## config.mk

```make
export PLATFORM = sky130hd
export DESIGN_NAME = note_song_stream_parser_top_flat
export DESIGN_NICKNAME = d
export VERILOG_FILES = /design/src/hdl/nsp_pkg.sv /design/src/hdl/nsp_if.sv /design/src/hdl/note_song_stream_parser_top.sv /design/src/hdl/nsp_front.sv /design/src/hdl/nsp_queue.sv /design/src/flat_wrapper.sv
export VERILOG_INCLUDE_DIRS = /design/src /design/src/hdl
export SDC_FILE = /design/constraint.sdc
export NUM_CORES = 1
export LEC_CHECK = 0
export ABC_AREA = 1
export BUFFER_PORTS_ARGS = -buffer_cell sky130_fd_sc_hd__buf_2
export CORE_MARGIN = 2
export CORE_UTILIZATION = 42
export CTS_BUF_LIST = sky130_fd_sc_hd__clkbuf_8
export CTS_CLUSTER_SIZE = 8
export DETAILED_ROUTE_END_ITERATION = 8
export PLACE_DENSITY = 0.73
export SLEW_MARGIN = 15
export SYNTH_ARGS = -nofsm -noshare
export SYNTH_HDL_FRONTEND = slang
export SYNTH_SLANG_ARGS = --single-unit
```

## constraint.sdc

```tcl
create_clock -name clock -period 7.1 [get_ports clock]
set_input_delay 0.71 -clock clock [delete_from_list [all_inputs] [get_ports clock]]
set_output_delay 0.71 -clock clock [all_outputs]
set_load 0.02 [all_outputs]
```

## src/hdl/assert_macros.svh

```systemverilog
// Assertion macros used by note_song_stream_parser_top.
`ifndef ASSERT_MACROS_SVH
`define ASSERT_MACROS_SVH
`ifndef ASSERT_OFF
`define ASSERT_IMPLIES(label, clk, rst, a, b) \
   label: assert property (@(posedge clk) disable iff (rst) (a) |-> (b)) else $error("assert failed");
`define ASSERT_NEXT(label, clk, rst, a, b) \
   label: assert property (@(posedge clk) disable iff (rst) (a) |=> (b)) else $error("assert failed");
`else
`define ASSERT_IMPLIES(label, clk, rst, a, b)
`define ASSERT_NEXT(label, clk, rst, a, b)
`endif
`endif

```

## src/hdl/nsp_pkg.sv

```systemverilog
//------------------------------------------------------------------------------
// nsp_pkg
// Types and constants for the song stream parser.
//------------------------------------------------------------------------------
`timescale 1ns / 1ps
`default_nettype none
package nsp_pkg;
   localparam logic [2:0] KIND_FIELD = 3'd0;
   localparam logic [2:0] KIND_STRING = 3'd1;
   localparam logic [2:0] KIND_NOTE = 3'd2;
   localparam logic [2:0] KIND_END = 3'd3;
   localparam logic [2:0] KIND_ERROR = 3'd4;
   localparam logic [1:0] ERR_NONE = 2'd0;
   localparam logic [1:0] ERR_TRUNC = 2'd1;
   localparam logic [1:0] ERR_BADLEN = 2'd2;
   localparam logic [4:0] PH_TICK = 5'd22;
   localparam logic [4:0] PH_LAYER = 5'd23;
   localparam logic [4:0] PH_INST = 5'd24;
   localparam logic [4:0] PH_PITCH = 5'd28;

   typedef struct packed {
      logic [7:0] data_byte;
      logic end_of_file;
   } req_type;

   typedef struct packed {
      logic [2:0] kind;
      logic [4:0] field_index;
      logic [31:0] field_value;
      logic signed [31:0] note_tick;
      logic [7:0] instrument;
      logic [7:0] note_key;
      logic [7:0] velocity;
      logic [7:0] panning;
      logic signed [15:0] fine_pitch;
      logic [1:0] error_code;
   } rsp_type;

   function automatic logic [2:0] field_size(input logic [4:0] ph);
      logic [2:0] s;
      case (ph)
         5'd1, 5'd2, 5'd10, 5'd11, 5'd12, 5'd19, 5'd20,
         5'd24, 5'd25, 5'd26, 5'd27: s = 3'd1;
         5'd5, 5'd6, 5'd7, 5'd8, 5'd13, 5'd14, 5'd15, 5'd16,
         5'd17, 5'd18: s = 3'd4;
         default: s = 3'd2;
      endcase
      return s;
   endfunction

   function automatic logic is_string(input logic [4:0] ph);
      return (ph >= 5'd5 && ph <= 5'd8) || ph == 5'd18;
   endfunction
endpackage
`default_nettype wire

```

## src/hdl/nsp_if.sv

```systemverilog
//------------------------------------------------------------------------------
// nsp_req_if / nsp_rsp_if
// Valid/ready channels for requests and responses.
//------------------------------------------------------------------------------
`timescale 1ns / 1ps
`default_nettype none
interface nsp_req_if;
   logic valid;
   logic ready;
   nsp_pkg::req_type req_data;
   modport source(output valid, output req_data, input ready);
   modport sink(input valid, input req_data, output ready);
endinterface

interface nsp_rsp_if;
   logic valid;
   logic ready;
   nsp_pkg::rsp_type rsp_data;
   modport source(output valid, output rsp_data, input ready);
   modport sink(input valid, input rsp_data, output ready);
endinterface
`default_nettype wire

```

## src/hdl/note_song_stream_parser_top.sv

```systemverilog
//------------------------------------------------------------------------------
// note_song_stream_parser_top
// Streaming parser for note-block song files.
//------------------------------------------------------------------------------
// Usage: the song file enters on req_ one byte per transfer, end_of_file
// marking the last byte. Results leave on rsp_: header fields, string
// bytes, notes, song end or an error, at most one per byte.
// A result is offered in the cycle after its byte is taken.
// Throughput: one byte per cycle while the queue can take a result; the
// parser state is registered and a two-entry queue decouples it from the result port.
// Reset clears parser state and the queue; the tick starts at -1.
// When the receiver stalls the queue fills and req_ready drops once it
// holds two results and no result is taken in that cycle.
// After a song end or an error, later bytes are taken and dropped.
//------------------------------------------------------------------------------
`timescale 1ns / 1ps
`default_nettype none
`include "assert_macros.svh"
module note_song_stream_parser_top (
   input wire logic clock,
   input wire logic reset,
   nsp_req_if.sink req,
   nsp_rsp_if.source rsp
);
   logic can_push, push;
   logic push_err;
   nsp_pkg::rsp_type push_data;

   nsp_front u_front (
      .clock(clock), .reset(reset), .in_valid(req.valid), .in_data(req.req_data),
      .can_push(can_push), .in_ready(req.ready), .push(push), .push_data(push_data)
   );

   nsp_queue u_queue (
      .clock(clock), .reset(reset), .push(push), .push_data(push_data),
      .can_push(can_push), .out_valid(rsp.valid), .out_data(rsp.rsp_data),
      .out_ready(rsp.ready)
   );

   assign push_err = push && push_data.kind == nsp_pkg::KIND_ERROR;

   `ASSERT_IMPLIES(a_push_ready, clock, reset, push, req.ready && req.valid)
   `ASSERT_IMPLIES(a_err_code, clock, reset, push_err, push_data.error_code != nsp_pkg::ERR_NONE)
   `ASSERT_NEXT(a_push_shows, clock, reset, push, rsp.valid)
endmodule
`default_nettype wire

```

## src/hdl/nsp_front.sv

```systemverilog
//------------------------------------------------------------------------------
// nsp_front
// Parses one byte per transfer and produces at most one result per byte.
//------------------------------------------------------------------------------
`timescale 1ns / 1ps
`default_nettype none
module nsp_front (
   input wire logic clock,
   input wire logic reset,
   input wire logic in_valid,
   input wire nsp_pkg::req_type in_data,
   input wire logic can_push,
   output logic in_ready,
   output logic push,
   output nsp_pkg::rsp_type push_data
);
   logic [4:0] phase_ff, phase_in;
   logic [1:0] cnt_ff, cnt_in;
   logic [31:0] word_ff, word_in;
   logic [30:0] srem_ff, srem_in;
   logic [31:0] tick_ff, tick_in;
   logic [31:0] note_ff, note_in;
   logic stop_ff, stop_in;
   logic [31:0] v;
   logic [2:0] nb;
   nsp_pkg::rsp_type r;
   logic have;
   logic fire;

   assign in_ready = can_push;
   assign fire = in_valid && can_push;

   always_comb begin
      phase_in = phase_ff; cnt_in = cnt_ff; word_in = word_ff; srem_in = srem_ff;
      tick_in = tick_ff; note_in = note_ff; stop_in = stop_ff;
      r = '0; have = 1'b0;
      v = word_ff | ({24'd0, in_data.data_byte} << {cnt_ff, 3'b000});
      nb = {1'b0, cnt_ff} + 3'd1;
      if (stop_ff) begin
      end else if (srem_ff != '0) begin
         r.kind = nsp_pkg::KIND_STRING; r.field_index = phase_ff;
         r.field_value = {24'd0, in_data.data_byte}; have = 1'b1;
         srem_in = srem_ff - 31'd1;
         if (srem_ff == 31'd1) phase_in = phase_ff + 5'd1;
      end else if (phase_ff > nsp_pkg::PH_PITCH) begin
         stop_in = 1'b1;
      end else if (nb < nsp_pkg::field_size(phase_ff)) begin
         word_in = v; cnt_in = nb[1:0];
      end else begin
         word_in = '0; cnt_in = '0;
         if (phase_ff < nsp_pkg::PH_TICK) begin
            if (nsp_pkg::is_string(phase_ff) && v[31]) begin
               r.kind = nsp_pkg::KIND_ERROR; r.error_code = nsp_pkg::ERR_BADLEN;
               have = 1'b1; stop_in = 1'b1;
            end else begin
               r.kind = nsp_pkg::KIND_FIELD; r.field_index = phase_ff;
               r.field_value = v; have = 1'b1;
               if (nsp_pkg::is_string(phase_ff) && v != '0) srem_in = v[30:0];
               else phase_in = phase_ff + 5'd1;
            end
         end else if (phase_ff == nsp_pkg::PH_TICK) begin
            if (v[15:0] == '0) begin
               r.kind = nsp_pkg::KIND_END; have = 1'b1; stop_in = 1'b1;
            end else begin
               tick_in = tick_ff + {{16{v[15]}}, v[15:0]};
               phase_in = nsp_pkg::PH_LAYER;
            end
         end else if (phase_ff == nsp_pkg::PH_LAYER) begin
            phase_in = (v[15:0] == '0) ? nsp_pkg::PH_TICK : nsp_pkg::PH_INST;
         end else if (phase_ff < nsp_pkg::PH_PITCH) begin
            case (phase_ff[1:0])
               2'd0: note_in[7:0] = v[7:0];
               2'd1: note_in[15:8] = v[7:0];
               2'd2: note_in[23:16] = v[7:0];
               default: note_in[31:24] = v[7:0];
            endcase
            phase_in = phase_ff + 5'd1;
         end else begin
            r.kind = nsp_pkg::KIND_NOTE; r.note_tick = tick_ff;
            r.instrument = note_ff[7:0]; r.note_key = note_ff[15:8];
            r.velocity = note_ff[23:16]; r.panning = note_ff[31:24];
            r.fine_pitch = v[15:0]; have = 1'b1; phase_in = nsp_pkg::PH_LAYER;
         end
      end
      if (!stop_ff && in_data.end_of_file && !(have && r.kind != nsp_pkg::KIND_FIELD
            && r.kind != nsp_pkg::KIND_STRING && r.kind != nsp_pkg::KIND_NOTE)) begin
         r = '0; r.kind = nsp_pkg::KIND_ERROR; r.error_code = nsp_pkg::ERR_TRUNC;
         have = 1'b1; stop_in = 1'b1;
      end
   end

   assign push = fire && have;
   assign push_data = r;

   always_ff @(posedge clock) begin
      if (reset) begin
         phase_ff <= '0; cnt_ff <= '0; word_ff <= '0; srem_ff <= '0;
         tick_ff <= '1; note_ff <= '0; stop_ff <= 1'b0;
      end else if (fire) begin
         phase_ff <= phase_in; cnt_ff <= cnt_in; word_ff <= word_in;
         srem_ff <= srem_in; tick_ff <= tick_in; note_ff <= note_in;
         stop_ff <= stop_in;
      end
   end
endmodule
`default_nettype wire

```

## src/hdl/nsp_queue.sv

```systemverilog
//------------------------------------------------------------------------------
// nsp_queue
// Two-entry result queue between the parser and the output port.
//------------------------------------------------------------------------------
`timescale 1ns / 1ps
`default_nettype none
module nsp_queue (
   input wire logic clock,
   input wire logic reset,
   input wire logic push,
   input wire nsp_pkg::rsp_type push_data,
   output logic can_push,
   output logic out_valid,
   output nsp_pkg::rsp_type out_data,
   input wire logic out_ready
);
   nsp_pkg::rsp_type mem_ff [2];
   logic wp_ff, rp_ff;
   logic [1:0] cnt_ff;
   logic pop;

   assign out_valid = cnt_ff != 2'd0;
   assign out_data = mem_ff[rp_ff];
   assign pop = out_valid && out_ready;
   assign can_push = cnt_ff != 2'd2 || out_ready;

   always_ff @(posedge clock) begin
      if (push) mem_ff[wp_ff] <= push_data;
      if (reset) begin
         wp_ff <= 1'b0; rp_ff <= 1'b0; cnt_ff <= '0;
      end else begin
         if (push) wp_ff <= !wp_ff;
         if (pop) rp_ff <= !rp_ff;
         cnt_ff <= cnt_ff + {1'b0, push} - {1'b0, pop};
      end
   end
endmodule
`default_nettype wire

```

## src/flat_wrapper.sv

```systemverilog
// flat-port wrapper written by rule: the top's interface ports become plain ports
module note_song_stream_parser_top_flat 
  (clock, reset, req_valid, req_req_data, req_ready, rsp_valid, rsp_rsp_data, rsp_ready);
  nsp_req_if req_i ();
  nsp_rsp_if rsp_i ();
  input wire logic clock;
  input wire logic reset;
  input wire logic [$bits(req_i.valid)-1:0] req_valid;
  input wire logic [$bits(req_i.req_data)-1:0] req_req_data;
  output wire logic [$bits(req_i.ready)-1:0] req_ready;
  output wire logic [$bits(rsp_i.valid)-1:0] rsp_valid;
  output wire logic [$bits(rsp_i.rsp_data)-1:0] rsp_rsp_data;
  input wire logic [$bits(rsp_i.ready)-1:0] rsp_ready;
  assign req_i.valid = req_valid;
  assign req_i.req_data = req_req_data;
  assign req_ready = req_i.ready;
  assign rsp_valid = rsp_i.valid;
  assign rsp_rsp_data = rsp_i.rsp_data;
  assign rsp_i.ready = rsp_ready;
  note_song_stream_parser_top u_core (.clock(clock), .reset(reset), .req(req_i), .rsp(rsp_i));
endmodule
```

==> metrics.yaml <==
core_mm2: 0.0451
clock_sinks: 387
fp-row-count: 78
nFillCells: 4226
final_cell_mix: "inv_1 (260), nand2_1 (252), edfxtp_1 (244)"
synth_area_mm2: 0.0191
synth_edf_count: 244
cts_setup_buffers: 0
cts_tree: "yes"
grt-ovfl-total: 0
clkLatencyLatePin_ns: 0.61
power_density_mw_per_mm2: 284
finalWirelength_um: 48200
setup_ws_ns: 2.64
cts.htree.levels: 3
leakage_nw: 9.21
setup_violations: 0
hpwl_um: 33200
die_x_um: 217
yosysWarnings: 0
dieArea_mm2: 0.0472
cp_data_arrival_time_ns: 4.87
synth_cell_type_count: 56
placed_area_mm2: 0.0202
syn_inst: 1952
ctsResizeCount: 0
syn_avg_cell_area_um2: 9.78
period_minus_slack_ns: 4.46
cp_common_cell: "nor2_1"
hold_viol_final: 0
drv_slew: 0
fin_crit_sh_pct: 62.9
crit_path_max_fanout: 79
rsz0062_at_grt: "false"
ys.flop_type: "edfxtp_1"
crit_chain: "inv_2, nand3_1, nand2_1, nor2_1, nand2_1, nor2_2, nand3_2, nor2_1, nor2_1, nor2_1, nand2_1, nand4_4, buf_4, nand2_2, nor3_1"
crit_slowest_cell: "dfxtp_1"
avgViaCountPerCell: 5.32
numCtsBuffers: 67
ctsHoldBuffers: 0
drive_gt1_share_pct: 20.4
drtPass1Iterations: 5
holdCritStartpoint: "reset"
outcome: "finished, final reports clean"
path_class: "flop to flop"
grt_pass1_wl_um: 76300
synth-seq-cells: 387
hold_path_class: "input pin to flop"
reg2reg_from: "u_core.u_front.cnt_ff[1]"
crit_required_ns: 7.50
grtUsageTotal_pct: 20.2
peakVddDrop_mv: 0.147
cpPeakStageDelay_ns: 0.91
slew-limit-headroom_pct: 27.5
area_growth_pct: 12.7
tightest_slew_ns: 1.09
clockBufferDepth: 3
clk_pin_slew_worst_paths_ns: 0.06
end_kind: "flop"
die_h_um: 217
grt_pass1_vias: 14100
worstSetupStartpointType: "flop"
numPortBuffers: 136
final_common_cell: "inv_1"
post_drt_wl_per_cell_um: 17.6
drc_errors: 0
ant_nets: 0
maxCapViolCount: 0
io_pins: 137
finalSetupTns_ns: 0
drtIter0Drc: 1254
fin_skew_ns: 0.0260
ys_seq_area_share_pct: 53.4
antenna_found_initial: 0
fmax_ghz: 0.224
grt_max_degree: 80
nNetsFinal: 2146
syn_nets: 2013
via_count: 14600
gp_congestion: 0.901
cts_root_buffer: "clkbuf_8"
async_flop_share_pct: 0
place_ws_ns: 2.83
initial_core_util_pct: 42.3
startpoint: "u_core.u_front.cnt_ff[1]"
postLayoutCellArea_mm2: 0.0215
==> final cells by class <==
| type | count | area, um2 | share of cell area (%) |
|---|---|---|---|
| inverters | 246 | 926 | 4.31 |
| repair buffers | 150 | 786 | 3.65 |
| flip-flops and latches | 387 | 10200 | 47.4 |
| clock inverters | 46 | 226 | 1.05 |
| multi-input cells | 1233 | 7560 | 35.2 |
| well taps | 600 | 751 | 3.49 |
| clock buffers | 77 | 1060 | 4.93 |
| diodes | 1 | 2.50 | 0.0116 |
==> metal layers <==
| metal | share of wire, % | vias to the layer above | track usage (%) |
|---|---|---|---|
| li1 | - | 6998 | - |
| met1 | 45 | 7022 | 27.7 |
| met2 | 47 | 478 | 32.8 |
| met3 | 5.9 | 75 | 3.31 |
| met4 | 2.0 | 0 | 6.42 |
| met5 | 0 | - | 0 |
==> registers in the layout, summed over array words and instances (netlist names), named ones only <==
| name | count |
|---|---|
| u_core.u_front.word_ff | 32 |
| u_core.u_front.note_ff | 32 |
| u_core.u_queue.rp_ff | 1 |
| u_core.u_queue.mem_ff | 244 |
| u_core.u_queue.cnt_ff | 2 |
| u_core.u_front.stop_ff | 1 |
| u_core.u_front.cnt_ff | 2 |
| u_core.u_queue.wp_ff | 1 |
| u_core.u_front.phase_ff | 5 |
| u_core.u_front.tick_ff | 32 |
| u_core.u_front.srem_ff | 31 |
==> through the flow <==
stage / hold WS (ns) / total power (W) / cells / utilization (%)
2_1_floorplan: 0.422 / 0.00379 / 1952 / -
3_3_place_gp: 0.429 / 0.00420 / 2616 / 44.8
3_5_place_dp: 0.440 / 0.00423 / 2616 / 44.8
4_1_cts: 0.378 / 0.00618 / 2739 / 47.7
5_1_grt: 0.419 / 0.00641 / 2739 / 47.7
6_report: 0.423 / 0.00612 / 2740 / 47.7
==> report_power, final <==
part           switching (W)  internal, W
clock network       0.000906      0.00103
registers           0.000113      0.00260
logic               0.000943     0.000525
total                0.00196      0.00415
==> synth_stat cells (5+ instances only) <==
master	instances	area, um2
a211oi_1	52	390
a21o_1	5	37.5
a21oi_1	142	711
a31oi_1	16	100
buf_1	7	26.3
buf_2	24	120
buf_6	7	78.8
clkbuf_1	43	161
dfxtp_1	143	2860
edfxtp_1	244	7330
ha_1	47	588
inv_1	232	871
inv_2	10	37.5
mux2_2	122	1370
nand2_1	252	946
nand2_2	10	62.6
nand3_1	154	771
nand3_2	8	80.1
nand4_1	10	62.6
nor2_1	151	567
nor2_2	7	43.8
nor2_4	17	191
nor3_1	21	105
nor3_2	5	50.1
nor4_1	5	31.3
o211ai_1	12	90.1
o21a_1	7	52.6
o21ai_0	107	536
o21ai_1	6	30.0
xnor2_1	16	140
xor2_1	32	280
==> worst max-delay path, delay by kind of cell, from the launching register on <==
family,cells,cell delay (ns)
simple gates,13,2.29
flops,1,0.91
buf+inv,2,0.94
==> cell families (layout without fill, tap and decap cells) <==
kind of cell | count (synthesis) | count (layout) | share of synthesized area, %
flip-flops | 387 | 387 | 53.4
XOR/XNOR | 48 | 48 | 2.20
adder cells (fa/ha/maj) | 48 | 48 | 3.19
other | 0 | 1 | 0
multiplexers | 122 | 122 | 7.20
buffers and inverters | 332 | 519 | 7.11
AO/OA/AOI/OAI | 360 | 360 | 10.8
AND/OR/NAND/NOR | 655 | 655 | 16.1
==> path summary, 6_finish.rpt <==
kind / end / slack, ns / cells after the start
max: u_core.u_queue.mem_ff[1][8] / 2.64 / 15
min: u_core.u_front.tick_ff[28] / 0.42 / 3
max reg2reg: u_core.u_queue.mem_ff[1][8] / 2.64 / 15
min reg2reg: u_core.u_front.note_ff[0] / 0.46 / 2
No activity file was read; power rests on OpenSTA's default activity.
